`config.mk`:
```
export PLATFORM = sky130hd
export DESIGN_NAME = hardcopy_request_arbiter
export DESIGN_NICKNAME = d
export VERILOG_FILES = /design/src/rtl/core/hra_pkg.sv /design/src/rtl/core/hardcopy_request_arbiter.sv
export SDC_FILE = /design/constraint.sdc
export NUM_CORES = 1
export LEC_CHECK = 0
export ABC_AREA = 1
export BUFFER_PORTS_ARGS = -buffer_cell sky130_fd_sc_hd__buf_2
export CAP_MARGIN = 20
export CORE_ASPECT_RATIO = 1.1
export CORE_UTILIZATION = 62
export DETAILED_ROUTE_END_ITERATION = 6
export PLACE_DENSITY = 0.8
export SYNTH_ARGS = -nofsm -noshare
export SYNTH_HDL_FRONTEND = slang
export SYNTH_SLANG_ARGS = --single-unit
```
`constraint.sdc`:
```
create_clock -name clk -period 2.6 [get_ports clk]
set_input_delay 0 -clock clk [delete_from_list [all_inputs] [get_ports clk]]
set_output_delay 0 -clock clk [all_outputs]
set_load 0.02 [all_outputs]
```
`src/rtl/core/hra_pkg.sv`:
```
// Shared types and constants for the hardcopy request arbiter.
// No dependencies; imported by hardcopy_request_arbiter.
package hra_pkg;

	// Fixed field widths of the stream words
	localparam int STATION_W = 5;
	localparam int JOB_W     = 4;
	localparam int ACTION_W  = 2;
	localparam int S_TDATA_W = 16;
	localparam int M_TDATA_W = 16;

	// Default sizing of the reservation matrix
	localparam int DEF_NUM_STATIONS     = 16;
	localparam int DEF_JOBS_PER_STATION = 8;

	// Request kinds carried on the input tuser
	typedef enum logic [ACTION_W-1:0] {
		ACT_NEW     = 2'd0,
		ACT_CONT    = 2'd1,
		ACT_OFFLINE = 2'd2,
		ACT_END     = 2'd3
	} action_t;

	// Sequencer states
	typedef enum logic [2:0] {
		ST_IDLE,
		ST_NEW_WR,
		ST_REL_WR,
		ST_SCAN,
		ST_EMIT
	} state_t;

endpackage

```
`src/rtl/core/hardcopy_request_arbiter.sv`:
```
// Hardcopy request arbiter: one grant at a time, reservations kept in a row memory.
// Depends on hra_pkg (widths, request kinds, sequencer states).
//
// Channel   Dir  Handshake                     Word
// s_axis    in   s_axis_tvalid/s_axis_tready   tuser: action; tdata: station, job_number
// m_axis    out  m_axis_tvalid/m_axis_tready   tuser: first_message; tdata: job, station
//
// One request is taken at a time. A continue or an immediate grant passes through the
// emit state, a reservation through the write state, a release through the write and scan
// states: the scan reads one station row per cycle through the memory's registered read port.
// arst_n clears the grant and every row valid bit, so the matrix reads as empty.
// The result register holds a word until taken; a new request is still accepted,
// and only a second result waits in the emit state.
module hardcopy_request_arbiter
	import hra_pkg::*;
#(
	parameter int NUM_STATIONS     = DEF_NUM_STATIONS,
	parameter int JOBS_PER_STATION = DEF_JOBS_PER_STATION
) (
	input  logic                 clk,
	input  logic                 arst_n,
	input  logic                 s_axis_tvalid,
	output logic                 s_axis_tready,
	input  logic [S_TDATA_W-1:0] s_axis_tdata,   // [4:0] station, [8:5] job_number
	input  logic [ACTION_W-1:0]  s_axis_tuser,   // [1:0] action
	output logic                 m_axis_tvalid,
	input  logic                 m_axis_tready,
	output logic [M_TDATA_W-1:0] m_axis_tdata,   // [3:0] granted_job, [8:4] granted_station
	output logic                 m_axis_tuser    // [0] first_message
);

	localparam int ROW_W = (NUM_STATIONS > 1) ? $clog2(NUM_STATIONS) : 1;
	localparam int COL_W = (JOBS_PER_STATION > 1) ? $clog2(JOBS_PER_STATION) : 1;
	localparam int CNT_W = $clog2(NUM_STATIONS + 1);
	localparam int J     = JOBS_PER_STATION;

	// Reservation memory and per-row valid bits
	logic [J-1:0]            mem_q [NUM_STATIONS];
	logic [NUM_STATIONS-1:0] row_vld_q;
	logic [J-1:0]            rd_data_q;
	logic                    rd_vld_q;

	state_t                  state_q, state_d;
	logic [STATION_W-1:0]    active_station_q;
	logic [JOB_W-1:0]        active_job_q;
	logic                    first_q;
	logic [ROW_W-1:0]        req_row_q;
	logic [J-1:0]            req_mask_q;
	logic [CNT_W-1:0]        scan_cnt_q;
	logic                    scan_pend_s1;
	logic [ROW_W-1:0]        scan_row_s1;
	logic                    out_valid_q;
	logic                    out_first_q;
	logic [JOB_W-1:0]        out_job_q;
	logic [STATION_W-1:0]    out_station_q;

	logic                    s_accept;
	action_t                 in_action;
	logic [STATION_W-1:0]    in_station;
	logic [JOB_W-1:0]        in_job;
	logic                    st_ok, job_ok, active_idle, out_free;
	logic [ROW_W-1:0]        in_row, act_row, rd_addr, mem_waddr;
	logic [J-1:0]            in_mask, act_mask, row_data, mem_wdata;
	logic                    mem_we, vld_clr;
	logic                    row_hit;
	logic [COL_W-1:0]        hit_col;

	// Input word decode
	assign in_action   = action_t'(s_axis_tuser);
	assign in_station  = s_axis_tdata[STATION_W-1:0];
	assign in_job      = s_axis_tdata[STATION_W+JOB_W-1:STATION_W];
	assign st_ok       = (in_station != '0) && (in_station <= STATION_W'(NUM_STATIONS));
	assign job_ok      = (in_job != '0) && (in_job <= JOB_W'(JOBS_PER_STATION));
	assign in_row      = ROW_W'(in_station - STATION_W'(1));
	assign in_mask     = J'(1) << COL_W'(in_job - JOB_W'(1));
	assign active_idle = (active_station_q == '0);
	assign act_row     = ROW_W'(active_station_q - STATION_W'(1));
	assign act_mask    = J'(1) << COL_W'(active_job_q - JOB_W'(1));
	assign out_free    = !out_valid_q || m_axis_tready;

	assign s_axis_tready = (state_q == ST_IDLE);
	assign s_accept      = s_axis_tvalid && s_axis_tready;

	// Row read back, an invalid row reads as empty
	assign row_data = rd_vld_q ? rd_data_q : '0;

	// Lowest set job in the row just read
	always_comb begin
		row_hit = |row_data;
		hit_col = '0;
		for (int i = J - 1; i >= 0; i--) begin
			if (row_data[i]) begin
				hit_col = COL_W'(i);
			end
		end
	end

	// Next state and memory control
	always_comb begin
		state_d   = state_q;
		rd_addr   = '0;
		mem_we    = 1'b0;
		mem_waddr = '0;
		mem_wdata = '0;
		vld_clr   = 1'b0;
		unique case (state_q)
			ST_IDLE: begin
				if (s_accept) begin
					unique case (in_action)
						ACT_NEW: begin
							rd_addr = in_row;
							if (st_ok && job_ok) begin
								state_d = active_idle ? ST_EMIT : ST_NEW_WR;
							end
						end
						ACT_CONT: begin
							state_d = ST_EMIT;
						end
						ACT_OFFLINE: begin
							if (st_ok) begin
								vld_clr = 1'b1;
								// row already empty, go straight to the scan
								if (in_station == active_station_q) begin
									state_d = ST_SCAN;
								end
							end
						end
						ACT_END: begin
							rd_addr = act_row;
							state_d = active_idle ? ST_SCAN : ST_REL_WR;
						end
						default: state_d = ST_IDLE;
					endcase
				end
			end
			ST_NEW_WR: begin
				mem_we    = 1'b1;
				mem_waddr = req_row_q;
				mem_wdata = row_data | req_mask_q;
				state_d   = ST_IDLE;
			end
			ST_REL_WR: begin
				mem_we    = 1'b1;
				mem_waddr = act_row;
				mem_wdata = row_data & ~act_mask;
				state_d   = ST_SCAN;
			end
			ST_SCAN: begin
				if (scan_cnt_q < CNT_W'(NUM_STATIONS)) begin
					rd_addr = scan_cnt_q[ROW_W-1:0];
				end
				if (scan_pend_s1 && row_hit) begin
					state_d = ST_EMIT;
				end else if (scan_pend_s1 && (scan_row_s1 == ROW_W'(NUM_STATIONS - 1))) begin
					state_d = ST_IDLE;
				end
			end
			ST_EMIT: begin
				if (out_free) begin
					state_d = ST_IDLE;
				end
			end
			default: state_d = ST_IDLE;
		endcase
	end

	// Memory: one write, one registered read per cycle
	always_ff @(posedge clk) begin
		if (mem_we) begin
			mem_q[mem_waddr] <= mem_wdata;
		end
		rd_data_q <= mem_q[rd_addr];
		rd_vld_q  <= row_vld_q[rd_addr];
	end

	// Row valid bits
	always_ff @(posedge clk or negedge arst_n) begin
		if (!arst_n) begin
			row_vld_q <= '0;
		end else begin
			if (mem_we) begin
				row_vld_q[mem_waddr] <= 1'b1;
			end
			if (vld_clr) begin
				row_vld_q[in_row] <= 1'b0;
			end
		end
	end

	// Sequencer, grant and scan control
	always_ff @(posedge clk or negedge arst_n) begin
		if (!arst_n) begin
			state_q          <= ST_IDLE;
			active_station_q <= '0;
			active_job_q     <= '0;
			scan_cnt_q       <= '0;
			scan_pend_s1     <= 1'b0;
			out_valid_q      <= 1'b0;
		end else begin
			state_q <= state_d;

			// grant register
			if (state_q == ST_IDLE && s_accept) begin
				if (in_action == ACT_NEW && st_ok && job_ok && active_idle) begin
					active_station_q <= in_station;
					active_job_q     <= in_job;
				end else if (in_action == ACT_OFFLINE && st_ok &&
				             in_station == active_station_q) begin
					active_station_q <= '0;
					active_job_q     <= '0;
				end
			end else if (state_q == ST_REL_WR) begin
				active_station_q <= '0;
				active_job_q     <= '0;
			end else if (state_q == ST_SCAN && scan_pend_s1 && row_hit) begin
				active_station_q <= STATION_W'(scan_row_s1) + STATION_W'(1);
				active_job_q     <= JOB_W'(hit_col) + JOB_W'(1);
			end

			// scan counter and read-pending flag
			if (state_q != ST_SCAN) begin
				scan_cnt_q   <= '0;
				scan_pend_s1 <= 1'b0;
			end else if (scan_cnt_q < CNT_W'(NUM_STATIONS)) begin
				scan_cnt_q   <= scan_cnt_q + CNT_W'(1);
				scan_pend_s1 <= 1'b1;
			end else begin
				scan_pend_s1 <= 1'b0;
			end

			// result word valid
			if (state_q == ST_EMIT && out_free) begin
				out_valid_q <= 1'b1;
			end else if (m_axis_tready) begin
				out_valid_q <= 1'b0;
			end
		end
	end

	// Payload registers
	always_ff @(posedge clk) begin
		if (state_q == ST_IDLE && s_accept) begin
			req_row_q  <= in_row;
			req_mask_q <= in_mask;
			first_q    <= (in_action == ACT_NEW);
		end else if (state_q == ST_SCAN && scan_pend_s1 && row_hit) begin
			first_q <= 1'b1;
		end
		scan_row_s1 <= scan_cnt_q[ROW_W-1:0];
		if (state_q == ST_EMIT && out_free) begin
			out_first_q   <= first_q;
			out_job_q     <= active_job_q;
			out_station_q <= active_station_q;
		end
	end

	assign m_axis_tvalid = out_valid_q;
	assign m_axis_tuser  = out_first_q;
	assign m_axis_tdata  = M_TDATA_W'({out_station_q, out_job_q});

endmodule
```
==> impl_metrics.py <==
metrics = {
    "synthesis": {
        "ys_types": 40,
        "synth_top_cell_by_area": "edfxtp_1",
        "async_flop_share": 0.176,
        "yosysSeqAreaShare": 0.596,
        "synth.area.top_cells": "edfxtp_1, nand3_1, dfrtp_1",
        "avgSynthCellArea_sq_um": 9.34,
        "synth-edff-count": 151,
        "yosys_warnings": 0,
        "synth_commonest_cells": "nand2_1, nand3_1, inv_1",
        "synthCells": 1018,
        "ys.flop_type": "edfxtp_1",
        "synthesis.area_sq_mm": 0.00951,
        "ys_seq_elements": 199,
        "yosysMostFrequentCell": "nand2_1",
        "yosysTopAreaCellShare": 0.477,
    },
    "sta": {
        "rsz0062_at_grt": "no",
        "slew_viol_final": 0,
        "setup_viol": 0,
        "finalWorstSetupSlack_ns": 0.137,
        "period_needed_ns": 2.46,
        "max_freq_mhz": 406,
        "min_period_over_period": 0.947,
        "setup-tns-final_ns": 0,
        "relSlewSlack": 0.439,
        "worst_clock_skew_ns": 0.00839,
        "hold_viol_final": 0,
        "worst_pin_slew_ns": 0.842,
    },
    "global_route": {
        "antenna_found_initial": 0,
        "grt-ovfl-total": 0,
        "grt_use_total": 0.298,
        "grt_max_degree": 73,
        "grt_pass1_wl_um": 35700,
        "grt_pass1_vias": 7014,
    },
    "route": {
        "drt-met1-wl_um": 8690,
        "dr.max_layer_used": "met4",
        "antenna_left": 0,
        "first_pass_iters": 5,
        "drcViolationCount": 0,
        "vias_per_cell": 5.67,
        "wl_per_cell_um": 17.3,
        "wl_met3_um": 1370,
        "route.met2.wl_um": 11300,
        "route.vias.total": 7264,
        "wirelength_um": 22100,
        "drt_iter0_drc": 704,
    },
    "die": {
        "start_util": 0.634,
        "die_width_um": 120,
        "core-area_sq_mm": 0.0150,
        "die_y_um": 132,
        "io_pins": 41,
        "dieArea_sq_mm": 0.0158,
        "fp-row-count": 47,
    },
    "power_and_ir_drop": {
        "irDropWorstVdd_uv": 699,
        "power_density_mw_per_mm2": 951,
        "p_leak_nw": 4.69,
    },
    "setup_path": {
        "crit_top_cell": "inv_1",
        "critPathSlowestCell": "dfrtp_1",
        "arrival_ns": 2.57,
        "cp-end-kind": "flip-flop",
        "worstSetupStartpointType": "flip-flop",
        "rrSetupSlack_ns": 0.14,
        "crit_buf_inv": 4,
        "crit_required_ns": 2.70,
        "crit_family": "buffers and inverters",
        "cp_max_fo": 8,
        "max_stage_delay_ns": 0.43,
        "path_cells": "inv_1 -> ha_1 -> inv_1 -> nand2_1 -> and2_1 -> a22oi_1 -> inv_1 -> nor2_1 -> nand2_1 -> inv_1",
        "path_class": "reg -> reg",
    },
    "place": {
        "place.port_buffers": 26,
        "dp.cells": 1237,
        "gp_congestion": 0.942,
        "dpl_worst_slack_ns": 0.129,
        "hpwl_um": 14700,
    },
    "cts": {
        "root_buffer": "clkbuf_16",
        "clk_pin_slew_worst_paths_ns": 0.07,
        "cts.sinks": 199,
        "htree_levels": 4,
        "ctsLongestPathBuffers": 2,
        "cts_buffers": 17,
        "post_cts_buffers": 0,
        "clock_latency_ns": 0.44,
        "cts_tree": "yes",
    },
    "layout": {
        "syn2layout_area_growth_pct": 12.0,
        "layout.cells.non_filler": 1281,
        "drive_gt1_frac": 0.101,
        "n_antenna_cell": 0,
        "nets": 1109,
        "nFillCells": 1112,
    },
    "worst_hold_path": {
        "worstHoldPathType": "in -> reg",
    },
    "job": {
        "drv_cap": 0,
    },
    "run_status": {
        "status": "finished, final reports clean",
    },
}
[timing repair]
action,CTS,global route
setup endpoints to repair,0,5
hold endpoints to repair,53,0
gates resized for setup,0,3
hold buffers,11,0
[through the flow]
step	instance area, sq um	utilization	hold WS [ns]	power [W]
after floorplan	9540	-	-0.296	0.00662
after global placement	9980	0.666	0.127	0.00750
after detailed placement	9980	0.666	0.144	0.00763
after CTS	10600	0.710	0.00590	0.0101
after global routing	10700	0.711	0.0262	0.0106
final	10700	0.711	0.00865	0.0101
[sequential cells by signal, indices dropped and copies added (netlist names), 3 cells and up]
signal            count
scan_cnt_q            5
row_vld_q            16
state_q               3
req_mask_q            8
scan_row_s1           4
rd_data_q             8
active_station_q      5
out_job_q             4
req_row_q             4
active_job_q          4
out_station_q         5
mem_q               128
[kinds of logic after synthesis]
group / after synthesis / share of synthesized area
buf+inv: 199 / 0.0851
fa+ha+maj: 15 / 0.0197
flops: 199 / 0.596
xor+xnor: 7 / 0.00644
compound gates: 66 / 0.0408
simple gates: 531 / 0.251
other cells: 1 / 0.000394
[power by group]
part	switching (W)	leakage [nW]	internal [W]
combinational	0.00207	2.48	0.000936
sequential	0.000263	1.92	0.00439
clock	0.00112	0.282	0.00136
[final timing paths]
path,startpoint,to,cells after the start
hold reg to reg,scan_cnt_q[1],scan_row_s1[1],0
max in group asynchronous,arst_n,row_vld_q[13],2
setup / recovery,active_station_q[0],mem_q[1][0],10
setup reg to reg,active_station_q[0],mem_q[1][0],10
min in group asynchronous,arst_n,scan_cnt_q[2],2
hold / removal,s_axis_tdata[1],active_station_q[1],5
[tightest hold or removal path: cells and delay by family]
| kind | cells | cell delay (ns) |
|---|---|---|
| AO/OA/AOI/OAI | 1 | 0.08 |
| buffers and inverters | 1 | 0.15 |
| AND/OR/NAND/NOR | 3 | 0.18 |
[cells in the final DEF (no fill, tap or decap), types with 4 or more instances in the layout]
master,count
buf_2,26
nor2_1,75
dfrtp_1,35
xnor2_1,4
a21oi_1,23
ha_1,15
buf_4,29
nand2_1,227
edfxtp_1,151
o21ai_0,24
clkbuf_16,18
conb_1,7
nand3_1,191
clkinv_2,7
nand3b_1,19
nor3_1,4
dlygate4sd3_1,11
inv_1,155
dfxtp_1,13
a31oi_1,6
[metal layers]
metal / up-vias / GRT usage
met5: - / 0
met4: 0 / 0.130
met3: 59 / 0.0571
met2: 283 / 0.501
met1: 3471 / 0.377
li1: 3451 / -
[area by class of cell]
type,count,area (sq um),share of cell area
multi-input combinational,626,3070,0.288
tap,196,245,0.0230
clock buffer,24,507,0.0475
inverter,159,603,0.0566
timing repair buffer,69,518,0.0486
sequential,199,5670,0.532
clock inverter,8,43.8,0.00411
(Power assumes the default switching activity.)
